<file path="config.mk">
export PLATFORM = sky130hd
export DESIGN_NAME = one_wire_temp_sensor_sequencer
export DESIGN_NICKNAME = d
export VERILOG_FILES = /design/src/rtl/core/owts_pkg.sv /design/src/rtl/core/one_wire_temp_sensor_sequencer.sv
export SDC_FILE = /design/constraint.sdc
export NUM_CORES = 1
export LEC_CHECK = 0
export BUFFER_PORTS_ARGS = -buffer_cell sky130_fd_sc_hd__buf_2
export CAP_MARGIN = 20
export CORE_UTILIZATION = 50
export CTS_BUF_LIST = sky130_fd_sc_hd__clkbuf_4 sky130_fd_sc_hd__clkbuf_8
export CTS_CLUSTER_DIAMETER = 40
export DETAILED_ROUTE_END_ITERATION = 6
export PLACE_DENSITY = 0.81
export SYNTH_ARGS = -nofsm -noshare
export SYNTH_HDL_FRONTEND = slang
export SYNTH_SLANG_ARGS = --single-unit
</file>
<file path="constraint.sdc">
create_clock -name clock -period 12.7 [get_ports clock]
set_input_delay 1.27 -clock clock [delete_from_list [all_inputs] [get_ports clock]]
set_output_delay 1.27 -clock clock [all_outputs]
set_load 0.01 [all_outputs]
</file>
<file path="src/rtl/core/owts_pkg.sv">
// Shared codes, result layout and CRC-8 tables for the 1-wire sensor sequencer.
`default_nettype none

package owts_pkg;

   // Request operation codes
   localparam logic [1:0] OP_ROM_CHECK = 2'd0;
   localparam logic [1:0] OP_TEMP_READ = 2'd1;
   localparam logic [1:0] OP_RESPONSE  = 2'd2;
   // Spare code, dropped without a result
   localparam logic [1:0] OP_UNDEFINED = 2'd3;

   // Result kinds
   localparam logic [2:0] KIND_RESET  = 3'd0;
   localparam logic [2:0] KIND_WRITE  = 3'd1;
   localparam logic [2:0] KIND_READ   = 3'd2;
   localparam logic [2:0] KIND_WAIT   = 3'd3;
   localparam logic [2:0] KIND_REPORT = 3'd4;

   // Report status codes
   localparam logic [1:0] STATUS_OK    = 2'd0;
   localparam logic [1:0] STATUS_NODEV = 2'd1;
   localparam logic [1:0] STATUS_CRC   = 2'd2;

   // Bus command bytes
   localparam logic [7:0] CMD_READ_ROM     = 8'h33;
   localparam logic [7:0] CMD_SKIP_ROM     = 8'hCC;
   localparam logic [7:0] CMD_CONVERT      = 8'h44;
   localparam logic [7:0] CMD_READ_SCRATCH = 8'hBE;

   // Bytes read per job; the last one is the CRC byte
   localparam logic [3:0] ROM_BYTES  = 4'd8;
   localparam logic [3:0] TEMP_BYTES = 4'd9;
   // Bytes kept: all ROM bytes but the CRC byte, which is taken straight from the bus
   localparam int STORED_BYTES = 7;
   localparam int STORE_IDX_W  = $clog2(STORED_BYTES);

   // Configuration registers
   localparam int CSR_ADDR_W = 4;
   localparam int CSR_DATA_W = 32;
   localparam logic [1:0] REG_SETTLE_WAIT = 2'd0;
   localparam logic [1:0] REG_SHORT_WAIT  = 2'd1;
   localparam logic [1:0] REG_CONV_WAIT   = 2'd2;
   localparam logic [9:0]  SETTLE_WAIT_RESET = 10'd10;
   localparam logic [9:0]  SHORT_WAIT_RESET  = 10'd5;
   localparam logic [11:0] CONV_WAIT_RESET   = 12'd800;

   typedef struct packed {
      logic [2:0]         kind;
      logic [7:0]         write_data;
      logic [11:0]        wait_ms;
      logic [1:0]         status;
      logic signed [11:0] temperature;
      logic [63:0]        rom_code;
   } rsp_type;

   function automatic logic [7:0] crc_lo_nib(input logic [3:0] n);
      logic [7:0] r;
      case (n)
         4'h0: r = 8'h00;  4'h1: r = 8'h5E;  4'h2: r = 8'hBC;  4'h3: r = 8'hE2;
         4'h4: r = 8'h61;  4'h5: r = 8'h3F;  4'h6: r = 8'hDD;  4'h7: r = 8'h83;
         4'h8: r = 8'hC2;  4'h9: r = 8'h9C;  4'hA: r = 8'h7E;  4'hB: r = 8'h20;
         4'hC: r = 8'hA3;  4'hD: r = 8'hFD;  4'hE: r = 8'h1F;  4'hF: r = 8'h41;
         default: r = 8'h00;
      endcase
      return r;
   endfunction

   function automatic logic [7:0] crc_hi_nib(input logic [3:0] n);
      logic [7:0] r;
      case (n)
         4'h0: r = 8'h00;  4'h1: r = 8'h9D;  4'h2: r = 8'h23;  4'h3: r = 8'hBE;
         4'h4: r = 8'h46;  4'h5: r = 8'hDB;  4'h6: r = 8'h65;  4'h7: r = 8'hF8;
         4'h8: r = 8'h8C;  4'h9: r = 8'h11;  4'hA: r = 8'hAF;  4'hB: r = 8'h32;
         4'hC: r = 8'hCA;  4'hD: r = 8'h57;  4'hE: r = 8'hE9;  4'hF: r = 8'h74;
         default: r = 8'h00;
      endcase
      return r;
   endfunction

   // One byte of the reflected 0x8C CRC-8 by two nibble lookups
   function automatic logic [7:0] crc8_step(input logic [7:0] crc, input logic [7:0] b);
      logic [7:0] x;
      x = crc ^ b;
      return crc_lo_nib(x[3:0]) ^ crc_hi_nib(x[7:4]);
   endfunction

endpackage

`default_nettype wire

</file>
<file path="src/rtl/core/one_wire_temp_sensor_sequencer.sv">
// Top level: byte-level command sequencer for one 1-wire temperature sensor.
`default_nettype none

// Drives an external bit-level bus engine through two jobs. A ROM check
// (request operation 0) issues reset, wait, 0x33, wait, then eight reads and
// reports the 64-bit ROM code when the CRC-8 of bytes 0..6 matches byte 7.
// A temperature read (operation 1) issues reset, 0xCC, 0x44, the conversion
// wait, a second reset, 0xCC, 0xBE, then nine reads, and reports a signed
// 12-bit temperature in 1/16 degree when the CRC-8 of bytes 0..7 matches
// byte 8. Every response beat (operation 2) to the outstanding command yields
// exactly one result beat: the next command or the final report. A missing
// presence pulse ends the job with status "no device", a CRC mismatch with
// status "CRC error". A start while a job runs drops it and starts over.
// Timing: one request beat per clock while req_stall is low. The whole step
// (phase decode, one CRC byte update by two nibble lookups, result build)
// sits between the state registers and the result or skid register. A result
// register plus one skid entry let the block keep taking beats while a result
// waits; req_stall rises only when both are full. The wait lengths come from
// three APB registers, which the user must write only while idle; the block
// does not enforce this. There is no clearing pass after reset.
module one_wire_temp_sensor_sequencer (
   input  wire logic                          clock,
   input  wire logic                          reset,
   // request channel
   input  wire logic                          req_valid,
   output logic                               req_stall,
   input  wire logic [1:0]                    req_operation,
   input  wire logic                          req_present,
   input  wire logic [7:0]                    req_data_byte,
   // result channel
   output logic                               rsp_valid,
   input  wire logic                          rsp_stall,
   output logic [2:0]                         rsp_kind,
   output logic [7:0]                         rsp_write_data,
   output logic [11:0]                        rsp_wait_ms,
   output logic [1:0]                         rsp_status,
   output logic signed [11:0]                 rsp_temperature,
   output logic [63:0]                        rsp_rom_code,
   // configuration port
   input  wire logic                          csr_psel,
   input  wire logic                          csr_penable,
   input  wire logic                          csr_pwrite,
   input  wire logic [owts_pkg::CSR_ADDR_W-1:0] csr_paddr,
   input  wire logic [owts_pkg::CSR_DATA_W-1:0] csr_pwdata,
   output logic [owts_pkg::CSR_DATA_W-1:0]    csr_prdata,
   output logic                               csr_pready
);
   import owts_pkg::*;

   typedef enum logic [4:0] {
      PH_IDLE,
      PH_ROM_RST, PH_ROM_W1, PH_ROM_CMD, PH_ROM_W2,
      PH_T_RST1, PH_T_W1, PH_T_SKIP1, PH_T_W2, PH_T_CONV, PH_T_W3,
      PH_T_RST2, PH_T_W4, PH_T_SKIP2, PH_T_W5, PH_T_RDCMD, PH_T_W6,
      PH_READ
   } phase_type;

   // configuration
   logic [9:0]  settle_wait_ff;
   logic [9:0]  short_wait_ff;
   logic [11:0] conv_wait_ff;
   logic        csr_write;

   // sequencer state
   phase_type   phase_ff, phase_in;
   logic        job_temp_ff, job_temp_in;
   logic [3:0]  count_ff, count_in;
   logic [7:0]  crc_ff, crc_in;
   logic [7:0]  bytes_ff [STORED_BYTES];
   logic        byte_we;

   // result register and skid entry
   logic        out_valid_ff, skid_valid_ff;
   rsp_type     out_ff, skid_ff;

   logic        req_accept;
   logic        has_rsp;
   rsp_type     rsp_new;
   logic [3:0]  total_bytes;
   logic        last_byte;
   logic [63:0] rom_word;
   logic [11:0] settle_wait_12;
   logic [11:0] short_wait_12;

   // ---------------- configuration port ----------------
   assign csr_pready = 1'b1;
   assign csr_write  = csr_psel && csr_penable && csr_pwrite && csr_pready;

   always_ff @(posedge clock) begin
      if (reset) begin
         settle_wait_ff <= SETTLE_WAIT_RESET;
         short_wait_ff  <= SHORT_WAIT_RESET;
         conv_wait_ff   <= CONV_WAIT_RESET;
      end else if (csr_write) begin
         case (csr_paddr[3:2])
            REG_SETTLE_WAIT: settle_wait_ff <= csr_pwdata[9:0];
            REG_SHORT_WAIT:  short_wait_ff  <= csr_pwdata[9:0];
            REG_CONV_WAIT:   conv_wait_ff   <= csr_pwdata[11:0];
            default: ;
         endcase
      end
   end

   always_comb begin
      case (csr_paddr[3:2])
         REG_SETTLE_WAIT: csr_prdata = {{(CSR_DATA_W-10){1'b0}}, settle_wait_ff};
         REG_SHORT_WAIT:  csr_prdata = {{(CSR_DATA_W-10){1'b0}}, short_wait_ff};
         REG_CONV_WAIT:   csr_prdata = {{(CSR_DATA_W-12){1'b0}}, conv_wait_ff};
         default:         csr_prdata = '0;
      endcase
   end

   // ---------------- step logic ----------------
   // Hold the input only while both result slots are taken.
   assign req_stall  = skid_valid_ff;
   assign req_accept = req_valid && !req_stall;

   assign settle_wait_12 = {2'b00, settle_wait_ff};
   assign short_wait_12  = {2'b00, short_wait_ff};

   assign total_bytes = job_temp_ff ? TEMP_BYTES : ROM_BYTES;
   assign last_byte   = ({1'b0, count_ff} + 5'd1) >= {1'b0, total_bytes};

   // ROM code: stored bytes 0..6, byte 7 straight from the bus beat
   always_comb begin
      rom_word = '0;
      for (int i = 0; i < STORED_BYTES; i++) begin
         rom_word[8*i +: 8] = bytes_ff[i];
      end
      rom_word[8*STORED_BYTES +: 8] = req_data_byte;
   end

   always_comb begin
      phase_in    = phase_ff;
      job_temp_in = job_temp_ff;
      count_in    = count_ff;
      crc_in      = crc_ff;
      has_rsp     = 1'b0;
      rsp_new     = '0;
      byte_we     = 1'b0;
      if (req_accept) begin
         if (req_operation == OP_ROM_CHECK || req_operation == OP_TEMP_READ) begin
            // start or restart a job with a bus reset
            job_temp_in  = (req_operation == OP_TEMP_READ);
            phase_in     = (req_operation == OP_TEMP_READ) ? PH_T_RST1 : PH_ROM_RST;
            count_in     = '0;
            crc_in       = '0;
            has_rsp      = 1'b1;
            rsp_new.kind = KIND_RESET;
         end else if (req_operation == OP_RESPONSE && phase_ff != PH_IDLE) begin
            has_rsp = 1'b1;
            case (phase_ff)
               PH_ROM_RST, PH_T_RST1, PH_T_RST2: begin
                  if (!req_present) begin
                     phase_in       = PH_IDLE;
                     rsp_new.kind   = KIND_REPORT;
                     rsp_new.status = STATUS_NODEV;
                  end else begin
                     phase_in        = (phase_ff == PH_ROM_RST) ? PH_ROM_W1 :
                                       (phase_ff == PH_T_RST1)  ? PH_T_W1 : PH_T_W4;
                     rsp_new.kind    = KIND_WAIT;
                     rsp_new.wait_ms = settle_wait_12;
                  end
               end
               PH_ROM_W1: begin
                  phase_in           = PH_ROM_CMD;
                  rsp_new.kind       = KIND_WRITE;
                  rsp_new.write_data = CMD_READ_ROM;
               end
               PH_ROM_CMD, PH_T_RDCMD: begin
                  phase_in        = (phase_ff == PH_ROM_CMD) ? PH_ROM_W2 : PH_T_W6;
                  rsp_new.kind    = KIND_WAIT;
                  rsp_new.wait_ms = settle_wait_12;
               end
               PH_ROM_W2, PH_T_W6: begin
                  phase_in     = PH_READ;
                  count_in     = '0;
                  crc_in       = '0;
                  rsp_new.kind = KIND_READ;
               end
               PH_T_W1, PH_T_W4: begin
                  phase_in           = (phase_ff == PH_T_W1) ? PH_T_SKIP1 : PH_T_SKIP2;
                  rsp_new.kind       = KIND_WRITE;
                  rsp_new.write_data = CMD_SKIP_ROM;
               end
               PH_T_SKIP1, PH_T_SKIP2: begin
                  phase_in        = (phase_ff == PH_T_SKIP1) ? PH_T_W2 : PH_T_W5;
                  rsp_new.kind    = KIND_WAIT;
                  rsp_new.wait_ms = short_wait_12;
               end
               PH_T_W2: begin
                  phase_in           = PH_T_CONV;
                  rsp_new.kind       = KIND_WRITE;
                  rsp_new.write_data = CMD_CONVERT;
               end
               PH_T_CONV: begin
                  phase_in        = PH_T_W3;
                  rsp_new.kind    = KIND_WAIT;
                  rsp_new.wait_ms = conv_wait_ff;
               end
               PH_T_W3: begin
                  phase_in     = PH_T_RST2;
                  rsp_new.kind = KIND_RESET;
               end
               PH_T_W5: begin
                  phase_in           = PH_T_RDCMD;
                  rsp_new.kind       = KIND_WRITE;
                  rsp_new.write_data = CMD_READ_SCRATCH;
               end
               PH_READ: begin
                  byte_we = ({1'b0, count_ff} < 5'(STORED_BYTES));
                  if (!last_byte) begin
                     crc_in       = crc8_step(crc_ff, req_data_byte);
                     count_in     = count_ff + 4'd1;
                     rsp_new.kind = KIND_READ;
                  end else begin
                     phase_in     = PH_IDLE;
                     rsp_new.kind = KIND_REPORT;
                     if (crc_ff != req_data_byte) begin
                        rsp_new.status = STATUS_CRC;
                     end else if (job_temp_ff) begin
                        rsp_new.status      = STATUS_OK;
                        rsp_new.temperature = {bytes_ff[1][3:0], bytes_ff[0]};
                     end else begin
                        rsp_new.status   = STATUS_OK;
                        rsp_new.rom_code = rom_word;
                     end
                  end
               end
               default: begin
                  // unreachable phase: drop back to idle quietly
                  phase_in = PH_IDLE;
                  has_rsp  = 1'b0;
               end
            endcase
         end
      end
   end

   // ---------------- state registers ----------------
   always_ff @(posedge clock) begin
      if (reset) begin
         phase_ff    <= PH_IDLE;
         job_temp_ff <= 1'b0;
         count_ff    <= '0;
         crc_ff      <= '0;
      end else begin
         phase_ff    <= phase_in;
         job_temp_ff <= job_temp_in;
         count_ff    <= count_in;
         crc_ff      <= crc_in;
      end
   end

   // Received bytes: written before read within every job, so no reset.
   always_ff @(posedge clock) begin
      if (byte_we) begin
         bytes_ff[count_ff[STORE_IDX_W-1:0]] <= req_data_byte;
      end
   end

   // ---------------- result register and skid ----------------
   always_ff @(posedge clock) begin
      if (reset) begin
         out_valid_ff  <= 1'b0;
         skid_valid_ff <= 1'b0;
      end else if (out_valid_ff && rsp_stall) begin
         // park a new result behind the waiting one
         if (has_rsp) begin
            skid_valid_ff <= 1'b1;
         end
      end else if (skid_valid_ff) begin
         // advance the parked result
         out_valid_ff  <= 1'b1;
         skid_valid_ff <= 1'b0;
      end else begin
         out_valid_ff <= has_rsp;
      end
   end

   always_ff @(posedge clock) begin
      if (out_valid_ff && rsp_stall) begin
         if (has_rsp) begin
            skid_ff <= rsp_new;
         end
      end else if (skid_valid_ff) begin
         out_ff <= skid_ff;
      end else if (has_rsp) begin
         out_ff <= rsp_new;
      end
   end

   assign rsp_valid       = out_valid_ff;
   assign rsp_kind        = out_ff.kind;
   assign rsp_write_data  = out_ff.write_data;
   assign rsp_wait_ms     = out_ff.wait_ms;
   assign rsp_status      = out_ff.status;
   assign rsp_temperature = out_ff.temperature;
   assign rsp_rom_code    = out_ff.rom_code;

endmodule

`default_nettype wire

</file>
# Word level (Yosys, flattened, before mapping)
# Memories as Yosys holds them, arrays and structs flattened.
# Index checks and enable logic that the tools add are counted.
word_totals:
  romBits: 256
  wordCells: 147
  output_inout_bits: 136
  inputBits: 54
  regBits: 254
  memories: 3
  ramBits: 56
op_classes:
  magnitude_cmp: 2
  n_bitwise: 3
  eq_ne: 24
  muxes: 62
  add_sub_neg: 2
  n_reduce_logical: 30
memory_table:
  columns: ["name", "words", "word_bits", "rd", "rd_clocked_by_memory_dff", "write_ports", "line", "rtl"]
  rows:
  - ["(no name shown)", 16, 8, 1, 0, 0, "owts_pkg.sv:59", "case (n)"]
  - ["(no name shown)", 16, 8, 1, 0, 0, "owts_pkg.sv:71", "case (n)"]
  - ["bytes_ff", 7, 8, 7, 0, 1, "one_wire_temp_sensor_sequencer.sv:69", "logic [7:0] bytes_ff [STORED_BYTES];"]
op_table:
  columns: ["op", "n"]
  rows:
  - ["$mux W101", 4]
  - ["$mux W76", 2]
  - ["$mux W8", 13]
  - ["$mux W98", 1]
  - ["$mux W78", 1]
  - ["$mux W64", 1]
  - ["$pmux W5 S11", 1]
  - ["$pmux W12 S4", 1]
  - ["$eq A5 B4 Y1 const B", 8]
  - ["$pmux W12 S3", 1]
  - ["$pmux W8 S4", 1]
  - ["$mux W4", 7]
  - ["$eq A5 B3 Y1 const B", 4]
  - ["$mux W5", 4]
  - ["$reduce_or A17 Y1", 1]
  - ["$pmux W8 S2", 1]
  - ["$xor A8 B8 Y8", 2]
  - ["$mux W3", 5]
  - ["$pmux W3 S5", 1]
  - ["$mux W1", 13]
  - ["$mux W12", 1]
  - ["$reduce_and A2 Y1", 6]
  - ["$eq A5 B2 Y1 const B", 2]
  - ["$eq A5 B5 Y1 const B", 2]
  - ["other kinds (26)", 40]

# Logic depth before layout (Yosys ltp)
# Gate-level depths: netlist of the first run.
logic_depth:
  word_depth: 12
  mapped_depth: 9
  mapped_depth_nobuf: 6

# Least setup slack after synthesis of the first run
# No wires, ideal clock.
synth_timing:
  kind: "input port to flip-flop"
  start: "input port req_operation[1]"
  end: "register skid_ff[0] (netlist bit) (enable)"
  path_buffers: 1
  required_ns: 11.999
  cell_stages: 5
  path_slack_ns: 3.063
  t_arrival_ns: 8.937
  path_cell_list: "buf_2 -> nor4b_2 -> nand2_1 -> nand2_1 -> a211oi_1"
synth_via:
  elab_chain_len: 6
  word_cells_on_any_way: 9
  cone_classes: "2 x eq/ne; 3 x mux; 4 x reduce/logical"
synth_rtl:
  columns: ["item", "line", "rtl"]
  rows:
  - ["start, declared", "one_wire_temp_sensor_sequencer.sv:27", "input wire logic [1:0] req_operation,"]
  - ["$eq A2 B2 Y1", "one_wire_temp_sensor_sequencer.sv:150", "end else if (req_operation == OP_RESPONSE && phase_ff != PH_IDLE) begin"]
  - ["$logic_and A1 B1 Y1", "one_wire_temp_sensor_sequencer.sv:150", null]
  - ["$mux W1", "one_wire_temp_sensor_sequencer.sv:150", null]
  - ["$mux W1 *", "one_wire_temp_sensor_sequencer.sv:142", "if (req_operation == OP_ROM_CHECK || req_operation == OP_TEMP_READ) begin"]
  - ["$mux W1 *", "one_wire_temp_sensor_sequencer.sv:141", "if (req_accept) begin"]
  - ["$reduce_and A2 Y1 (no line) *", null, null]
  - ["end signal, assigned", "one_wire_temp_sensor_sequencer.sv:284", "skid_ff <= rsp_new;"]
  - ["end, declared", "one_wire_temp_sensor_sequencer.sv:74", "rsp_type out_ff, skid_ff;"]
# Mark *: on every way between the ends. The rest lies on a longest branch, timed or not.
# A chain may end at the register's enable or synchronous reset.

# Worst setup path after layout of the first run
layout_timing:
  start: "input port csr_paddr[2] (netlist bit)"
  end: "output port csr_prdata[8] (netlist bit)"
layout_via:
  elab_chain_len: 2
  word_cells_on_any_way: 4
  cone_classes: "2 x eq/ne; 1 x mux; 1 x reduce/logical"
layout_rtl:
  columns: ["item", "line", "rtl"]
  rows:
  - ["start, declared", "one_wire_temp_sensor_sequencer.sv:43", "input wire logic [owts_pkg::CSR_ADDR_W-1:0] csr_paddr,"]
  - ["$eq A2 B2 Y1, or another cell as far along", "one_wire_temp_sensor_sequencer.sv:105", "case (csr_paddr[3:2])"]
  - ["$pmux W12 S3 *", "one_wire_temp_sensor_sequencer.sv:105", null]
  - ["end, declared", "one_wire_temp_sensor_sequencer.sv:45", "output logic [owts_pkg::CSR_DATA_W-1:0] csr_prdata,"]
# Marks and branches as above.

==> results of run 1 <==
-- final cells by class --
cell class	instances	area, um2
Tap cell	330	413
Inverter	9	33.8
Fill cell	1964	10700
Clock buffer	63	779
Multi-Input combinational cell	540	3620
Sequential cell	304	8610
Clock inverter	17	146
Timing Repair Buffer	159	850
-- report_power, final --
| part | internal, W | switching (W) | leakage [nW] |
|---|---|---|---|
| Clock | 0.000440 | 0.000358 | 0.489 |
| Combinational | 0.0000345 | 0.0000723 | 2.16 |
| Sequential | 0.00110 | 0.0000110 | 2.71 |
-- cells by family (layout without fill, tap and decap cells) --
group	count (synthesis)	in the layout	synth area share (%)
adders and majority gates	4	4	0.393
muxes	23	23	1.83
other	2	21	0.0589
xor gates and xnor gates	22	22	1.62
DFF	304	304	67.6
buffers and inverters	93	248	4.91
and+or+nand+nor	262	262	11.3
AOI/OAI and AO/OA	208	208	12.4
-- critical path, cell delays in order --
cell     delay [ps]
buf_2           290
nor2b_1         960
nand2_1         140
o21ai_0         150
buf_2           180
-- metrics by stage --
stage / setup slack, ps / hold WS [ps]
after floorplan: 3060 / 440
after global placement: 8510 / 458
after detailed placement: 8440 / 465
after CTS: 8530 / 475
after global routing: 8390 / 498
final: 8440 / 475
-- registers in the layout, indices dropped and copies added, names as in the netlist, 8 cells and up --
register         flops
skid_ff             98
conv_wait_ff        12
short_wait_ff       10
settle_wait_ff      10
crc_ff               8
bytes_ff            56
rsp_wait_ms         12
rsp_rom_code        64
rsp_temperature     12
-- per-layer routing --
layer	vias to the layer above	share of wire, %
met2	294	50
met4	0	1.7
li1	3701	-
met5	-	0
met3	44	5.8
met1	3881	42
-- cells in the final DEF (no fill, tap or decap), types with 10 or more instances in the layout --
master | netlist | layout
o21ai_0 | 24 | 24
clkbuf_4 | 1 | 16
mux2i_1 | 21 | 21
a21o_1 | 25 | 25
dfxtp_1 | 52 | 51
a222oi_1 | 10 | 10
a22o_1 | 76 | 76
xnor2_1 | 12 | 12
a21oi_1 | 43 | 42
edfxtp_1 | 252 | 252
nor2_1 | 35 | 35
and2_1 | 78 | 78
nand3_1 | 28 | 28
nand2b_1 | 10 | 10
nand2_1 | 66 | 66
clkbuf_8 | 0 | 49
conb_1 | 2 | 21
buf_2 | 9 | 147
-- path summary, 6_finish.rpt --
kind,startpoint,to,slack [ps],cells after the start
min,conv_wait_ff[0]$_SDFFE_PP0P_,conv_wait_ff[0]$_SDFFE_PP0P_,480,2
max,csr_paddr[2],csr_prdata[8],8440,5
max reg2reg,phase_ff[3]$_SDFFE_PP0P_,rsp_wait_ms[8]$_DFFE_PP_,9170,7
min reg2reg,conv_wait_ff[0]$_SDFFE_PP0P_,conv_wait_ff[0]$_SDFFE_PP0P_,480,2
==> run metrics, run 1 <==
status=finished with violations; failing checks=DRC; Mapped Cells=918; Iter 0 DRT Violations=835; Initial Utilization=50.8%; PortBufs=146; Core ar.=0.0251 mm2; Critical Path AT=2990 ps; worst-path fanout max=24; H-tree depth=2; count leader, synth=edfxtp_1; drt drc=1; worst-margin pin slew=1150 ps; CP endpoint kind=output port; Yosys reg bits=304; largest net degree at the start of global routing=128; drt pass-1 iters=7; via density per instance=5.57; setup bufs post-CTS=0; Seq/Total Area, Yosys=67.6%; setup violators final=0; number of synthesized flops with an enable pin=252; Max IR drop VDD=78.8 uV; diodes inserted=0; share of flip-flops with an asynchronous set or reset=0%; routed len/inst=18.0 um; Clk Latency, worst-skew pair=560 ps; Netlist cell types=65; Post-layout nets=1118; Die H=162 um; vias in the first global route=7544; final hold vios=0; total gr overflow=0; max_cap viols=0; die width=162 um; Routed Wire Length=25.6 mm; clk root buf=clkbuf_8; top_reg_cell synth=edfxtp_1; CTS tree=built; die area=0.0261 mm2; Commonest cells post-synth=edfxtp_1 (252), and2_1 (78), a22o_1 (76); CP Launch Type=input pin; post-layout util=57.5%; met3 usage=3.34%; gpl congestion=0.822; share of Yosys cell area claimed by the top area cell type=59.4%; Design Area, Final=0.0145 mm2; met1 usage=25.9%; Tmin final=4260 ps; # resized after CTS=0; layout cell share with drive strength beyond 1=23.2%; final clock skew=27.8 ps; CP Class=input pin to output port; Design Power=0.00202 W; Top Ports=190; CTS Buf Count=46; Synth area leaders=edfxtp_1 (59%), dfxtp_1 (8.2%), a22o_1 (5.2%); Finished Layout Cells=1422; Pins Over Slew Limit=0; Area Growth Syn to Fin=13.4%; first-pass GRT wire length=39.7 mm; clock slew at reported path FFs=50 ps; area leader, netlist=edfxtp_1; YS warnings=0; DP Cell Count=1336; Routed Antenna Nets=0; PD cells=140 mW/mm2; RSZ-0062 raised after global routing=no; most used routing layer=met2; Critical Path RT=11430 ps; P_leak=5.36 nW; dpl cell area=0.0135 mm2; Hold Crit Class=flop to flop; Std-Cell Rows=58; initial antenna violation count=0; slew margin rel.=23.2%; Final HPWL DP=15.6 mm; GR Util met2=32.2%; crit share post-route=33.6%; Total Routing Usage GR=19.4%; hold-fix buffer count after cts=0; highest clock rate=0.235 GHz; post-synthesis cell area=0.0127 mm2; DR vias=7920; syn_area_per_cell=13.9 um2; CTS sink cnt=304; setup TNS=0 ps; clk buf depth=3
(Power assumes the default switching activity.)
==> run 2: changes to the inputs <==
- clock period: 12.7 -> 4.4 ns (I/O delays scaled with it)
==> run 2 against run 1 <==
Net effect: the flow still finishes with violations (DRC); worst setup slack worse by 7000 ps; global-route usage is 0.075 points lower; core utilization is 0.18 points higher; non-clock buffer count is 2 lower; die area stayed put; hold slack worse by 340 ps; combinational power grew to 2.9 times the previous value; largest power group unchanged.
==> run metrics, run 2 (synthesis results as in run 1) <==
Top reg by flops=skid_ff; most frequent cells in the layout=edfxtp_1 (252), buf_2 (146), and2_1 (78); Max IR drop VDD=190 uV; pre-CTS setup slack=1270 ps; CP Launch Type=flop; reg2reg end=bytes_ff[5][7]$_DFFE_PP_; layout cell share with drive strength beyond 1=22.7%; Std-Cell Rows=58; Routed Antenna Nets=0; Clk Latency, worst-skew pair=570 ps; slew margin rel.=26.5%; via density per instance=5.45; Final HPWL DP=15.6 mm; hold-fix buffer count after cts=0; Hold Crit Start=csr_pwdata[11]; post-route setup slack=1390 ps; clock slew at reported path FFs=60 ps; clk root buf=clkbuf_8; clk buf depth=3; Finished Layout Cells=1424; PortBufs=146; CTS Buf Count=47; PD cells=404 mW/mm2; die width=162 um; highest clock rate=0.333 GHz; Post-layout nets=1117; final hold vios=0; initial antenna violation count=0; worst-path fanout max=101; Design Power=0.00586 W; minimum hold slack=135 ps; Pins Over Slew Limit=0; worst-margin pin slew=1100 ps; H-tree depth=2; P_leak=5.33 nW; Hold Crit Class=input pin to flop; gpl congestion=0.810; FILL cells=2001; # resized after CTS=0; Core ar.=0.0251 mm2; commonest non-fill, non-tap cell in the layout=edfxtp_1; largest net degree at the start of global routing=129; vias in the first global route=7368; Die H=162 um; drt pass-1 iters=7; Tmin final=3010 ps; total gr overflow=0; status=finished with violations; CP Class=flop to flop; Initial Utilization=50.8%; reg2reg path depth=4; Routed Wire Length=25.3 mm; max reg flops=98; setup violators final=0; CTS sink cnt=304; setup TNS=0 ps; Total Routing Usage GR=19.3%; CTS tree=built; flop2flop setup slack=1390 ps; Worst Hold End=conv_wait_ff[11]$_SDFFE_PP0P_; CP endpoint kind=flop; setup bufs post-CTS=0; crit share post-route=68.3%; Critical Path AT=3200 ps; first-pass GRT wire length=39.3 mm; DR vias=7756; RSZ-0062 raised after global routing=no; Top Ports=190; Iter 0 DRT Violations=778; Hold Path Depth=3; final clock skew=33.5 ps; drt drc=3; routed len/inst=17.8 um; Area Growth Syn to Fin=13.8%; DP Cell Count=1338; failing checks=DRC; Critical Path RT=4600 ps; die area=0.0261 mm2; Crit Reg-Reg Startpoint=req_stall$_SDFFE_PP0P_; max_cap viols=0; diodes inserted=0
[run 2: cell count changes in the layout (fill, tap and decap cells not counted), sizes merged]
cell,previous run,this run
clkinvlp,1,2
clkinv,13,18
bufinv,2,3
clkbuf,65,60
[run 2: critical path, stage by stage (launching register included)]
cell,delay (ps)
dfxtp_4,660
nand2b_1,410
nor3_2,580
nand4_1,260
nor2_1,720
[run 2: cell type report]
| cell class | instances | area, um2 | share of cell area, % |
|---|---|---|---|
| clock buffer | 60 | 751 | 5.18 |
| clock inverter | 24 | 204 | 1.41 |
| inverter | 9 | 33.8 | 0.233 |
| multi-input combinational | 540 | 3620 | 24.9 |
| sequential | 304 | 8610 | 59.4 |
| tap | 330 | 413 | 2.85 |
| timing repair buffer | 157 | 867 | 5.98 |
[run 2: power by group]
group          switching [W]  internal, W  leakage [nW]
combinational       0.000206     0.000105          2.16
clock                0.00103      0.00130         0.490
sequential         0.0000354      0.00318          2.68
[run 2: how the worst max path moves through the flow]
| stage | startpoint | end | slack [ps] | cells past startpoint |
|---|---|---|---|---|
| 5_1_grt | req_stall$_SDFFE_PP0P_ | bytes_ff[5][7]$_DFFE_PP_ | 1220 | 4 |
| 2_1_floorplan | phase_ff[2]$_SDFFE_PP0P_ | skid_ff[0]$_DFFE_PP_ | 350 | 4 |
| 3_5_place_dp | req_data_byte[1] | rsp_temperature[7]$_DFFE_PP_ | 1270 | 7 |
| 4_1_cts | req_stall$_SDFFE_PP0P_ | rsp_temperature[2]$_DFFE_PP_ | 1270 | 5 |
| 3_3_place_gp | req_data_byte[1] | rsp_temperature[7]$_DFFE_PP_ | 1350 | 7 |
| 6_report | req_stall$_SDFFE_PP0P_ | bytes_ff[5][7]$_DFFE_PP_ | 1390 | 4 |
[run 2: layer usage]
metal / part of all wire [%] / wire length [um] / GRT usage, % / up-vias
met5: 0 / 0 / 0 / -
met4: 1.9 / 483 / 6.48 / 0
met3: 5.4 / 1360 / 3.13 / 36
met2: 50 / 12600 / 31.8 / 260
met1: 43 / 10800 / 26.0 / 3764
li1: - / - / - / 3696
[run 2: through the flow]
stage	utilization [%]	area (um2)
2_1_floorplan	-	12800
3_3_place_gp	53.9	13500
3_5_place_dp	53.9	13500
4_1_cts	57.7	14500
5_1_grt	57.7	14500
6_report	57.7	14500
==> run 3: changes to the inputs <==
- clock period: 4.4 -> 3.1 ns (I/O delays scaled with it)
==> run 3 against run 2 <==
Net effect: clock skew shrank 2.0 ps; sequential power increased by 42%; sequential cell count stayed put; the flow still finishes with violations (DRC); non-clock buffer count is 31 higher.
==> run metrics, run 3 (synthesis results as in run 1) <==
status=finished with violations; failing checks=DRC; Critical Path AT=3090 ps; Crit Reg-Reg Startpoint=count_ff[1]$_SDFFE_PP0P_; Tmin final=2650 ps; total gr overflow=0; commonest non-fill, non-tap cell in the layout=edfxtp_1; max reg flops=98; via density per instance=5.55; Max IR drop VDD=322 uV; post-route setup slack=454 ps; Top Ports=190; clk buf depth=3; worst-path fanout max=13; first-pass GRT wire length=40.6 mm; Total Routing Usage GR=19.9%; H-tree depth=2; crit share post-route=85.4%; Routed Wire Length=26.2 mm; FILL cells=1935; Std-Cell Rows=58; setup bufs post-CTS=0; P_leak=5.53 nW; Top reg by flops=skid_ff; Reg area=0.00861 mm2; max_cap viols=0; Hold Crit Start=req_operation[0]; pre-CTS setup slack=504 ps; CP Class=flop to flop; clk root buf=clkbuf_8; Iter 0 DRT Violations=813; DR vias=8117; PortBufs=146; Hold Crit Class=input pin to flop; internal power=0.00647 W; initial antenna violation count=0; Final HPWL DP=16.2 mm; Critical Path RT=3550 ps; clock slew at reported path FFs=60 ps; worst-margin pin slew=1060 ps; routed len/inst=17.9 um; Post-layout nets=1149; CTS Buf Count=48; vias in the first global route=7776; Switch Pwr=0.00188 W; layout cell share with drive strength beyond 1=24.3%; largest net degree at the start of global routing=129; # resized after CTS=0; sequential share of power=54.4%; most frequent cells in the layout=edfxtp_1 (252), buf_2 (146), and2_1 (78); CP endpoint kind=flop; Multi-input gate area=0.00362 mm2; Clk Latency, worst-skew pair=570 ps; Pins Over Slew Limit=0; slew margin rel.=29.3%; Core ar.=0.0251 mm2; die width=162 um; CTS sink cnt=304; CTS tree=built; sw frac=22.5%; drt pass-1 iters=7; die area=0.0261 mm2; highest clock rate=0.378 GHz; gpl congestion=0.857; hold-fix buffer count after cts=12; CP Launch Type=flop; Comb pwr share=5.7%; Setup crit start=count_ff[1]$_SDFFE_PP0P_; Design Power=0.00836 W; Initial Utilization=50.8%; drt drc=13; RSZ-0062 raised after global routing=no; Routed Antenna Nets=0; clock share of power=40.0%; Area Growth Syn to Fin=15.8%; final hold vios=0; setup violators final=0; Die H=162 um; final clock skew=31.5 ps; PD cells=566 mW/mm2
[run 3: cell count changes in the layout (fill, tap and decap cells not counted), moves of 2 or more]
cell,previous run,this run
buf_4,6,27
clkbuf_4,12,14
clkinv_1,14,12
clkinv_2,2,7
diode_2,0,3
dlygate4sd3_1,0,12
[run 3: area by class of cell]
cell class,count,share of cell area (%)
timing repair buffer,188,7.54
tap,330,2.80
multi-input combinational,540,24.6
inverter,9,0.229
antenna,3,0.0509
clock inverter,27,1.30
sequential,304,58.3
clock buffer,62,5.19
[run 3: final timing paths]
path	slack, ps	depth (start not counted)	end
hold / removal	80	3	job_temp_ff$_SDFFE_PP0P_
setup reg to reg	450	6	count_ff[3]$_SDFFE_PP0P_
setup / recovery	450	6	count_ff[3]$_SDFFE_PP0P_
hold reg to reg	470	2	short_wait_ff[1]$_SDFFE_PP0P_
[run 3: worst max-delay path, stage by stage, from the launching register on]
cell      delay (ps)
dfxtp_1          390
ha_1             280
and3b_1          240
o211a_1          260
o211ai_1         840
a21boi_0         220
o32ai_1          290
[run 3: power groups by stage]
| stage | clock network [W] | registers (W) | logic (W) |
|---|---|---|---|
| 6_report | 0.00334 | 0.00455 | 0.000472 |
| 5_1_grt | 0.00358 | 0.00455 | 0.000506 |
| 4_1_cts | 0.00339 | 0.00455 | 0.000471 |
| 3_5_place_dp | 0 | 0.00463 | 0.000458 |
| 3_3_place_gp | 0 | 0.00463 | 0.000448 |
| 2_1_floorplan | 0 | 0.00467 | 0.000246 |
[run 3: layer usage]
metal | up-vias | track usage [%] | part of all wire (%)
li1 | 3771 | - | -
met1 | 3928 | 25.9 | 41
met2 | 360 | 33.1 | 49
met3 | 58 | 3.47 | 7.6
met4 | 0 | 7.72 | 2.5
met5 | - | 0 | 0
[run 3: stage by stage]
stage	hold WS [ps]	util, %	std cells	cell area, um2	TNS [ps]
after floorplan	409	-	937	12900	-98130
after CTS	61.9	58.8	1460	14800	0
after detailed placement	462	54.5	1359	13700	0
after global routing	90.8	58.8	1460	14800	0
after global placement	455	54.5	1359	13700	0
final	81.1	58.8	1463	14800	0
